$ cat config.mk
export PLATFORM = sky130hd
export DESIGN_NAME = i2c_master_byte_engine_top
export DESIGN_NICKNAME = d
export VERILOG_FILES = /design/src/design/i2cm_pkg.sv /design/src/design/i2cm_step.sv /design/src/design/i2c_master_byte_engine_top.sv
export SDC_FILE = /design/constraint.sdc
export NUM_CORES = 1
export LEC_CHECK = 0
export ABC_AREA = 1
export ABC_CLOCK_PERIOD_IN_PS = 5300
export BUFFER_PORTS_ARGS = -buffer_cell sky130_fd_sc_hd__buf_2
export CAP_MARGIN = 20
export CORE_MARGIN = 1
export CORE_UTILIZATION = 35
export CTS_BUF_LIST = sky130_fd_sc_hd__clkbuf_8
export DETAILED_ROUTE_END_ITERATION = 6
export PLACE_DENSITY = 0.48
export REMOVE_ABC_BUFFERS = 1
export SYNTH_ARGS = -nofsm -noshare
export SYNTH_HDL_FRONTEND = slang
export SYNTH_HIERARCHICAL = 1
export SYNTH_SLANG_ARGS = --single-unit
export TNS_END_PERCENT = 30
$ cat constraint.sdc
create_clock -name i_clk -period 5.3 [get_ports i_clk]
set_input_delay 0.265 -clock i_clk [delete_from_list [all_inputs] [get_ports i_clk]]
set_output_delay 0.265 -clock i_clk [all_outputs]
set_load 0.05 [all_outputs]
$ cat src/design/i2cm_pkg.sv
// ----------------------------------------------------------------------------
// i2cm_pkg
// Shared types and constants of the I2C master byte engine.
// ----------------------------------------------------------------------------
package i2cm_pkg;

    typedef enum logic [2:0] {
        CMD_NONE  = 3'd0,
        CMD_START = 3'd1,
        CMD_STOP  = 3'd2,
        CMD_WRITE = 3'd3,
        CMD_READ  = 3'd4
    } t_cmd;

    localparam logic [15:0] PHASE_RESET  = 16'd80;
    localparam logic [4:0]  SHORT_PHASES = 5'd3;
    localparam logic [4:0]  BYTE_PHASES  = 5'd27;
    localparam logic [4:0]  ACK_PHASE    = 5'd24;

    typedef struct packed {
        t_cmd        op;
        logic [4:0]  phase;
        logic [15:0] cnt;
        logic [7:0]  shift;
        logic        ack_choice;
        logic        scl;
        logic        sda;
        logic [7:0]  rx_byte;
        logic        ack_flag;
    } t_eng_state;

    localparam t_eng_state ENG_RESET = '{
        op:         CMD_NONE,
        phase:      5'd0,
        cnt:        16'd0,
        shift:      8'd0,
        ack_choice: 1'b0,
        scl:        1'b1,
        sda:        1'b1,
        rx_byte:    8'd0,
        ack_flag:   1'b0
    };

    typedef struct packed {
        logic       scl_level;
        logic       sda_level;
        logic       busy_res;
        logic       done_res;
        logic [7:0] rx_byte;
        logic       ack_seen;
    } t_result;

    typedef struct packed {
        logic [2:0] command;
        logic [7:0] tx_byte;
        logic       send_ack;
        logic       sda_sample;
    } t_in_beat;

endpackage

$ cat src/design/i2cm_step.sv
// ----------------------------------------------------------------------------
// i2cm_step
// One clock tick of the bus sequencer: command start, phase count, SDA
// sampling and drive update, as next-state logic.
// ----------------------------------------------------------------------------
module i2cm_step (
    input  i2cm_pkg::t_eng_state cur,
    input  i2cm_pkg::t_in_beat   beat,
    input  logic [15:0]          phase_cycles,
    output i2cm_pkg::t_eng_state nxt,
    output i2cm_pkg::t_result    res
);
    import i2cm_pkg::*;

    // divide by three through reciprocal multiply, exact for five-bit values
    function automatic logic [3:0] div3(input logic [4:0] p);
        logic [9:0] prod;
        prod = {5'd0, p} * 10'd11;
        return prod[8:5];
    endfunction

    function automatic logic [1:0] mod3(input logic [4:0] p);
        logic [5:0] tri3;
        logic [5:0] diff;
        tri3 = {2'd0, div3(p)} * 6'd3;
        diff = {1'b0, p} - tri3;
        return diff[1:0];
    endfunction

    // drives {scl, sda} at the start of phase p
    function automatic logic [1:0] enter_phase(
        input t_cmd       op,
        input logic [4:0] p,
        input logic [7:0] shift,
        input logic       ack_choice,
        input logic       scl_in,
        input logic       sda_in
    );
        logic       scl;
        logic       sda;
        logic [1:0] r;
        logic [3:0] q;
        scl = scl_in;
        sda = sda_in;
        r   = mod3(p);
        q   = div3(p);
        unique case (op)
            CMD_START: begin
                priority if (p == 5'd0) begin
                    sda = 1'b1;
                    scl = 1'b1;
                end else if (p == 5'd1) begin
                    sda = 1'b0;
                end else begin
                    scl = 1'b0;
                end
            end
            CMD_STOP: begin
                priority if (p == 5'd0) begin
                    sda = 1'b0;
                end else if (p == 5'd1) begin
                    scl = 1'b1;
                end else begin
                    sda = 1'b1;
                end
            end
            CMD_WRITE: begin
                priority if (p < ACK_PHASE) begin
                    priority if (r == 2'd0) begin
                        sda = shift[~q[2:0]];
                    end else if (r == 2'd1) begin
                        scl = 1'b1;
                    end else begin
                        scl = 1'b0;
                    end
                end else if (p == ACK_PHASE) begin
                    sda = 1'b1;
                end else if (p == ACK_PHASE + 5'd1) begin
                    scl = 1'b1;
                end else begin
                    scl = 1'b0;
                end
            end
            CMD_READ: begin
                priority if (p < ACK_PHASE) begin
                    priority if (p == 5'd0) begin
                        sda = 1'b1;
                    end else if (r == 2'd1) begin
                        scl = 1'b1;
                    end else if (r == 2'd2) begin
                        scl = 1'b0;
                    end else begin
                        // later bit-start phases keep both drives
                    end
                end else if (p == ACK_PHASE) begin
                    sda = !ack_choice;
                end else if (p == ACK_PHASE + 5'd1) begin
                    scl = 1'b1;
                end else begin
                    scl = 1'b0;
                    sda = 1'b1;
                end
            end
            default: begin
            end
        endcase
        return {scl, sda};
    endfunction

    t_cmd        cmd;
    logic [15:0] len;
    logic [16:0] cnt_inc;
    logic [4:0]  ph_next;
    logic [4:0]  total;
    logic        done;

    assign cmd = t_cmd'(beat.command);
    assign len = (phase_cycles == 16'd0) ? 16'd1 : phase_cycles;

    always_comb begin
        nxt     = cur;
        done    = 1'b0;
        cnt_inc = 17'd0;
        ph_next = 5'd0;
        total   = BYTE_PHASES;

        if (cur.op == CMD_NONE && (cmd == CMD_START || cmd == CMD_STOP ||
                                   cmd == CMD_WRITE || cmd == CMD_READ)) begin
            nxt.op         = cmd;
            nxt.phase      = 5'd0;
            nxt.cnt        = 16'd0;
            nxt.shift      = (cmd == CMD_WRITE) ? beat.tx_byte : 8'd0;
            nxt.ack_choice = beat.send_ack;
            {nxt.scl, nxt.sda} = enter_phase(cmd, 5'd0, nxt.shift, beat.send_ack,
                                             cur.scl, cur.sda);
        end

        if (nxt.op != CMD_NONE) begin
            total   = (nxt.op == CMD_START || nxt.op == CMD_STOP) ? SHORT_PHASES
                                                                  : BYTE_PHASES;
            cnt_inc = {1'b0, nxt.cnt} + 17'd1;
            if (cnt_inc >= {1'b0, len}) begin
                // sample at the end of an scl-high phase
                if (nxt.op == CMD_WRITE && nxt.phase == ACK_PHASE + 5'd1) begin
                    nxt.ack_flag = !beat.sda_sample;
                end else if (nxt.op == CMD_READ && nxt.phase < ACK_PHASE &&
                             mod3(nxt.phase) == 2'd1) begin
                    nxt.shift = {nxt.shift[6:0], beat.sda_sample};
                end
                ph_next = nxt.phase + 5'd1;
                nxt.cnt = 16'd0;
                if (ph_next >= total) begin
                    if (nxt.op == CMD_READ) begin
                        nxt.rx_byte = nxt.shift;
                    end
                    nxt.op    = CMD_NONE;
                    nxt.phase = 5'd0;
                    done      = 1'b1;
                end else begin
                    nxt.phase = ph_next;
                    {nxt.scl, nxt.sda} = enter_phase(nxt.op, ph_next, nxt.shift,
                                                     nxt.ack_choice, nxt.scl, nxt.sda);
                end
            end else begin
                nxt.cnt = cnt_inc[15:0];
            end
        end
    end

    assign res.scl_level = nxt.scl;
    assign res.sda_level = nxt.sda;
    assign res.busy_res  = (nxt.op != CMD_NONE);
    assign res.done_res  = done;
    assign res.rx_byte   = nxt.rx_byte;
    assign res.ack_seen  = nxt.ack_flag;

endmodule

$ cat src/design/i2c_master_byte_engine_top.sv
// ----------------------------------------------------------------------------
// i2c_master_byte_engine_top
// I2C master byte engine: one input beat is one tick of the bus sequencer.
// ----------------------------------------------------------------------------
// Input channel: i_in_valid / o_in_stall carry one tick with a command
// (none, start, stop, write byte, read byte), tx byte, ack choice and the
// sensed SDA level. Output channel: o_out_valid / i_out_stall carry one
// result beat per input beat with the SCL/SDA drives, busy, done pulse,
// received byte and seen acknowledge.
// Path: an accepted beat lands in the input register and is processed
// from there into the result register, which offers its result.
// Throughput: one beat per cycle while the receiver does not stall; the
// sequencer state updates combinationally between the input register and
// the result register.
// Stall: while the result register holds a beat that the receiver stalls,
// the input register holds too and o_in_stall rises once it is full.
// Reset (i_rst_n low, synchronous): both registers empty, engine idle with
// SCL and SDA released, phase length back to 80.
// i_cfg_we writes the phase length; write it only while the engine is idle.
// ----------------------------------------------------------------------------
module i2c_master_byte_engine_top (
    input  logic        i_clk,
    input  logic        i_rst_n,
    input  logic        i_cfg_we,
    input  logic [15:0] i_cfg_data,
    input  logic        i_in_valid,
    output logic        o_in_stall,
    input  logic [2:0]  i_command,
    input  logic [7:0]  i_tx_byte,
    input  logic        i_send_ack,
    input  logic        i_sda_sample,
    output logic        o_out_valid,
    input  logic        i_out_stall,
    output logic        o_scl_level,
    output logic        o_sda_level,
    output logic        o_busy_res,
    output logic        o_done_res,
    output logic [7:0]  o_rx_byte,
    output logic        o_ack_seen
);
    import i2cm_pkg::*;

    logic        r_in_valid;
    t_in_beat    r_in_beat;
    logic        r_out_valid;
    t_result     r_out;
    t_eng_state  r_state;
    logic [15:0] r_phase_cycles;

    t_eng_state  n_state;
    t_result     n_out;
    logic        out_free;
    logic        advance;
    logic        in_take;

    assign out_free = !r_out_valid || !i_out_stall;
    assign advance  = r_in_valid && out_free;
    assign in_take  = i_in_valid && !o_in_stall;

    assign o_in_stall = r_in_valid && !out_free;

    i2cm_step u_step (
        .cur          (r_state),
        .beat         (r_in_beat),
        .phase_cycles (r_phase_cycles),
        .nxt          (n_state),
        .res          (n_out)
    );

    always_ff @(posedge i_clk) begin
        if (!i_rst_n) begin
            r_phase_cycles <= PHASE_RESET;
        end else if (i_cfg_we) begin
            r_phase_cycles <= i_cfg_data;
        end
    end

    always_ff @(posedge i_clk) begin
        if (!i_rst_n) begin
            r_in_valid <= 1'b0;
        end else if (in_take) begin
            r_in_valid <= 1'b1;
        end else if (advance) begin
            r_in_valid <= 1'b0;
        end
    end

    always_ff @(posedge i_clk) begin
        if (in_take) begin
            r_in_beat <= '{command: i_command, tx_byte: i_tx_byte,
                           send_ack: i_send_ack, sda_sample: i_sda_sample};
        end
    end

    // sequencer state moves once per processed beat
    always_ff @(posedge i_clk) begin
        if (!i_rst_n) begin
            r_state <= ENG_RESET;
        end else if (advance) begin
            r_state <= n_state;
        end
    end

    always_ff @(posedge i_clk) begin
        if (!i_rst_n) begin
            r_out_valid <= 1'b0;
        end else if (out_free) begin
            r_out_valid <= r_in_valid;
        end
    end

    always_ff @(posedge i_clk) begin
        if (advance) begin
            r_out <= n_out;
        end
    end

    assign o_out_valid = r_out_valid;
    assign o_scl_level = r_out.scl_level;
    assign o_sda_level = r_out.sda_level;
    assign o_busy_res  = r_out.busy_res;
    assign o_done_res  = r_out.done_res;
    assign o_rx_byte   = r_out.rx_byte;
    assign o_ack_seen  = r_out.ack_seen;

endmodule

[Word level (Yosys, flattened, before mapping)]
Cells that the tools add are included.
Word-level totals
  input port bits: 34
  output and inout port bits: 15
  word-level logic and storage cells: 131
  flip-flop bits (word level): 88
Cells by class
  multipliers: 4
  equality and inequality tests: 15
  magnitude comparators: 5
  add/subtract/negate cells: 4
  muxes and demuxes: 53
  reduce and logical (&&, ||, !) cells: 27
  bitwise operators: 1
Operator list (count)
  $mux 8: 9
  $mux 35: 1
  $mux 16: 2
  $mux 32: 1
  $mux 1: 30
  $mux 11: 2
  $mul 5x4->9 const B: 2
  $add 16x1->17 const B: 1
  $ge 17x16->1: 1
  $logic_not 16->1: 1
  $eq 5x5->1 const B: 3
  $eq 3x2->1 const B: 4
  $lt 5x5->1 const B: 2
  $mux 5: 2
  $mul 4x2->2 const B: 2
  $pmux 1 s4: 2
  $logic_and 1x1->1: 7
  $eq 3x1->1 const B: 2
  $eq 3x3->1 const B: 2
  $logic_not 1->1: 6
  $reduce_bool 3->1: 2
  $add 5x1->5 const B: 1
  $eq 5x1->1 const B: 1
  $ge 5x5->1: 1
  16 further kinds: 22

[Longest topological paths before layout]
  depth in word-level cells: 23
  depth in mapped cells: 36
  gate-level depth less buffers: 35

[Modules after synthesis]
Netlist, hierarchy kept.
Modules (own cells, without submodules)
  i2c_master_byte_engine_top: times used 1, cells an instance 392, area each 3367.0 um^2, seq. area each 2021.9 um^2
  i2cm_step: times used 1, cells an instance 547, area each 3035.4 um^2, seq. area each 0.0 um^2

[Worst setup path after synthesis]
Ideal clock, no wire load.
  kind: flip-flop to flip-flop
  start: reg r_in_beat[10] (netlist name)
  end: reg r_out, in the netlist o_sda_level, data pin
  required time: 5049 ps
  setup time: 251 ps
  setup slack: 708 ps
  cell stages (with the launch flop): 28
  buffers on the path: 2
  data arrival time: 4340 ps
  clock period less this slack: 4592 ps
  path through: edfxtp_1 > o21ai_1 > nand2_1 > nand2_4 > buf_6 > nand2_1 > inv_1 > ha_1 > nand2_1 > nand2_1 > o21ai_2 > ha_1 > inv_1 > fa_1 > inv_1 > ha_1 > a21oi_1 > nand2_1 > xor2_1 > nor2_1 > xor2_1 > xor2_1 > or2_2 > nor2_1 > nand3_1 > nand2_1 > a21oi_1 > buf_4
RTL lines
  start, declared: line i2c_master_byte_engine_top.sv:44  | t_in_beat r_in_beat;
  start signal, assigned: line i2c_master_byte_engine_top.sv:90  | r_in_beat <= '{command: i_command, tx_byte: i_tx_byte,
  end signal, assigned: line i2c_master_byte_engine_top.sv:114  | r_out <= n_out;
  end, declared: line i2c_master_byte_engine_top.sv:46  | t_result r_out;

==> flow_summary.toml <==
[global_route]
antenna_found_initial = 0
grt_max_degree = 89
grt_pass1_wl_um = 25600
grtUsageTotal = 0.175
grt_pass1_vias = 5191
grt_overflow_total = 0

[place]
io_buffers = 48
placed_cells = 1174
place_congestion = 0.820
postPlaceCellArea_sq_um = 6680
place_hpwl_um = 10800

[setup_path]
cp_data_arrival_time_ns = 5.09
criticalPathCategory = "register to register"
r2r_cells = 30
cp.required_ns = 5.55
crit_top_cell = "nand2_1"
worst_path_max_delay_cell = "fa_1"
cp_max_fo = 23
cp_slowest_stage_delay_ns = 0.47
end_kind = "register"
start_kind = "register"

[status]
status = "finished clean"

[synthesis]
yosysTopAreaCellShare = 0.194
syn-cell-area_sq_um = 6400
synth_warnings = 6
ys_types = 44
synth_largest_area_cell = "dfxtp_1"
ys_seq_area_frac = 0.316
syn_avg_cell_area_sq_um = 6.82
ys_ff_latch = 88
synthCells = 939
yosys-top-cells-area = "dfxtp_1 19%, edfxtp_1 12%, nand2_1 10%"

[timing]
slew_headroom = 0.351
fmax_ghz = 0.207
hold_viol_final = 0
tightest_slew_ns = 0.966
setup_violations = 0
fin_skew_ns = 0.0160
period_needed_ns = 4.84
rsz0062_at_grt = "false"
period_share = 0.913
fin_tns_setup_ns = 0
drv_slew = 0

[cts]
cts_tree = "built"
clockBufferDepth = 2
clk_pin_slew_ns = 0.10
numCtsBuffers = 9
clk_latency_ns = 0.39
cts.sinks = 88
htreeDepth = 3
cts_setup_buffers = 0
cts_root_buf = "clkbuf_8"

[pwr]
power.total_mw = 1.78
ir_drop_mv = 0.308
power_leakage_nw = 3.26
p_per_area_nw_per_um2 = 259

[floorplanning]
die_y_um = 137
coreArea_sq_um = 18000
start_util = 0.356
num_rows = 49
die_w_um = 137
num_io_pins = 49
die_area_sq_um = 18800

[final_layout]
fin_util = 0.384
instances_no_fill = 1190
fin_nets = 1036
diodes = 0
syn_to_final_growth_pct = 7.68
drive_above_1_share = 0.126
design_area_sq_um = 6890

[routing]
drt-total-wl_um = 15400
vias = 5606
wl_per_cell_um = 13.0
ant_nets = 0
vias_per_cell = 4.71
drtIter0Drc = 224
first_pass_iters = 4
drc_errors = 0

[hold_path]
hold_path.class = "input pin to register"
min_path_cells = 1

[flow_run]
max_cap_viol_count = 0
cells by family after synthesis:
logic type               share of synthesized area
adder cells (fa/ha/maj)                     0.0922
AO/OA/AOI/OAI                                0.129
XOR/XNOR                                    0.0205
AND/OR/NAND/NOR                              0.297
flip-flops                                   0.316
buffers and inverters                        0.145
per-layer routing:
metal  up-vias  share of wire  GRT usage
li1       3043              -          -
met1      2490           0.47      0.207
met2        60           0.49      0.317
met3        13          0.027     0.0372
met4         0          0.013     0.0446
met5         -              0          0
final cells by class:
type | instances | area (sq um)
Fill cell | 2005 | 11100
Multi-Input combinational cell | 639 | 3470
Sequential cell | 88 | 2020
Inverter | 163 | 614
Timing Repair Buffer | 55 | 305
Tap cell | 229 | 287
Clock buffer | 9 | 124
Clock inverter | 7 | 75.1
Yosys cell counts, drive strengths merged:
library cell and number:
nand3b 4, o21a 1, or2 2, a211oi 2, a21o 2, inv 163, a21oi 61, nor4 1
dfxtp 62, nor3 8, xor2 9, or3 1, o41ai 1, nor2 115, o22ai 10, clkbuf 9
o2111ai 1, nand3 102, buf 40, xnor2 6, o21bai 2, a22o 1, o211ai 3, a31oi 1
fa 2, nand2 188, o21ai 61, o31ai 1, ha 44, edfxtp 26, nand4 10
worst max-delay path: cells and delay by family (launching register included):
| kind | cells | cell delay, ns |
|---|---|---|
| flops | 1 | 0.43 |
| simple gates | 14 | 1.45 |
| xor+xnor | 3 | 0.58 |
| compound gates | 3 | 0.43 |
| buf+inv | 6 | 0.59 |
| fa+ha+maj | 4 | 1.20 |
cell usage in the layout, fill, tap and decap left out, types with 2 or more instances in the layout:
cell      count
xor2_1        8
a21o_1        2
inv_2        12
nand2_2      10
a21oi_1      61
dfxtp_1      61
o211ai_1      3
edfxtp_1     26
buf_4         6
o21ai_0      49
nand2_1     177
o22ai_1      10
ha_1         44
inv_1       150
nand3_2       2
nor2_4        5
fa_1          2
or2_2         2
nand3_1     100
xnor2_1       6
o21ai_1       3
nor3_1        7
nand3b_1      4
o21bai_1      2
nand4_1      10
clkinv_2      2
buf_2        48
nor2_1      106
clkbuf_8      9
o21ai_2       9
inv_6         3
nor2_2        4
stage by stage:
stage / setup WS, ns / hold slack (ns)
2_1_floorplan: 0.694 / 0.349
3_3_place_gp: 0.528 / 0.444
3_5_place_dp: 0.391 / 0.443
4_1_cts: 0.355 / 0.0180
5_1_grt: 0.0207 / 0.0105
6_report: 0.461 / 0.0424
repair_timing:
item,in CTS,in global routing
resized for setup,0,2
setup endpoints to repair,0,2
hold buffers,0,0
hold endpoints to repair,0,0
final timing paths:
path / from / endpoint / slack, ns
worst max-delay path: r_in_beat[10]$_DFFE_PP_ / r_state[10]$_SDFFE_PN1P_ / 0.46
worst min-delay path: i_tx_byte[1] / r_in_beat[3]$_DFFE_PP_ / 0.04
worst max register to register: r_in_beat[10]$_DFFE_PP_ / r_state[10]$_SDFFE_PN1P_ / 0.46
worst min register to register: r_phase_cycles[4]$_SDFFE_PN1P_ / r_phase_cycles[4]$_SDFFE_PN1P_ / 0.47
power by group:
group	internal, mW	total [mW]	leakage (nW)	switching (mW)
clock network	0.222	0.498	0.104	0.276
registers	0.740	0.765	0.761	0.0247
logic	0.170	0.520	2.39	0.349
sequential cells by signal (all words and copies together), names as in the netlist:
signal,flops
o_scl_level,1
o_ack_seen,1
o_busy_res,1
o_sda_level,1
o_done_res,1
r_state,44
r_in_valid,1
r_phase_cycles,16
o_rx_byte,8
o_out_valid,1
r_in_beat,13
(Power assumes the default switching activity.)
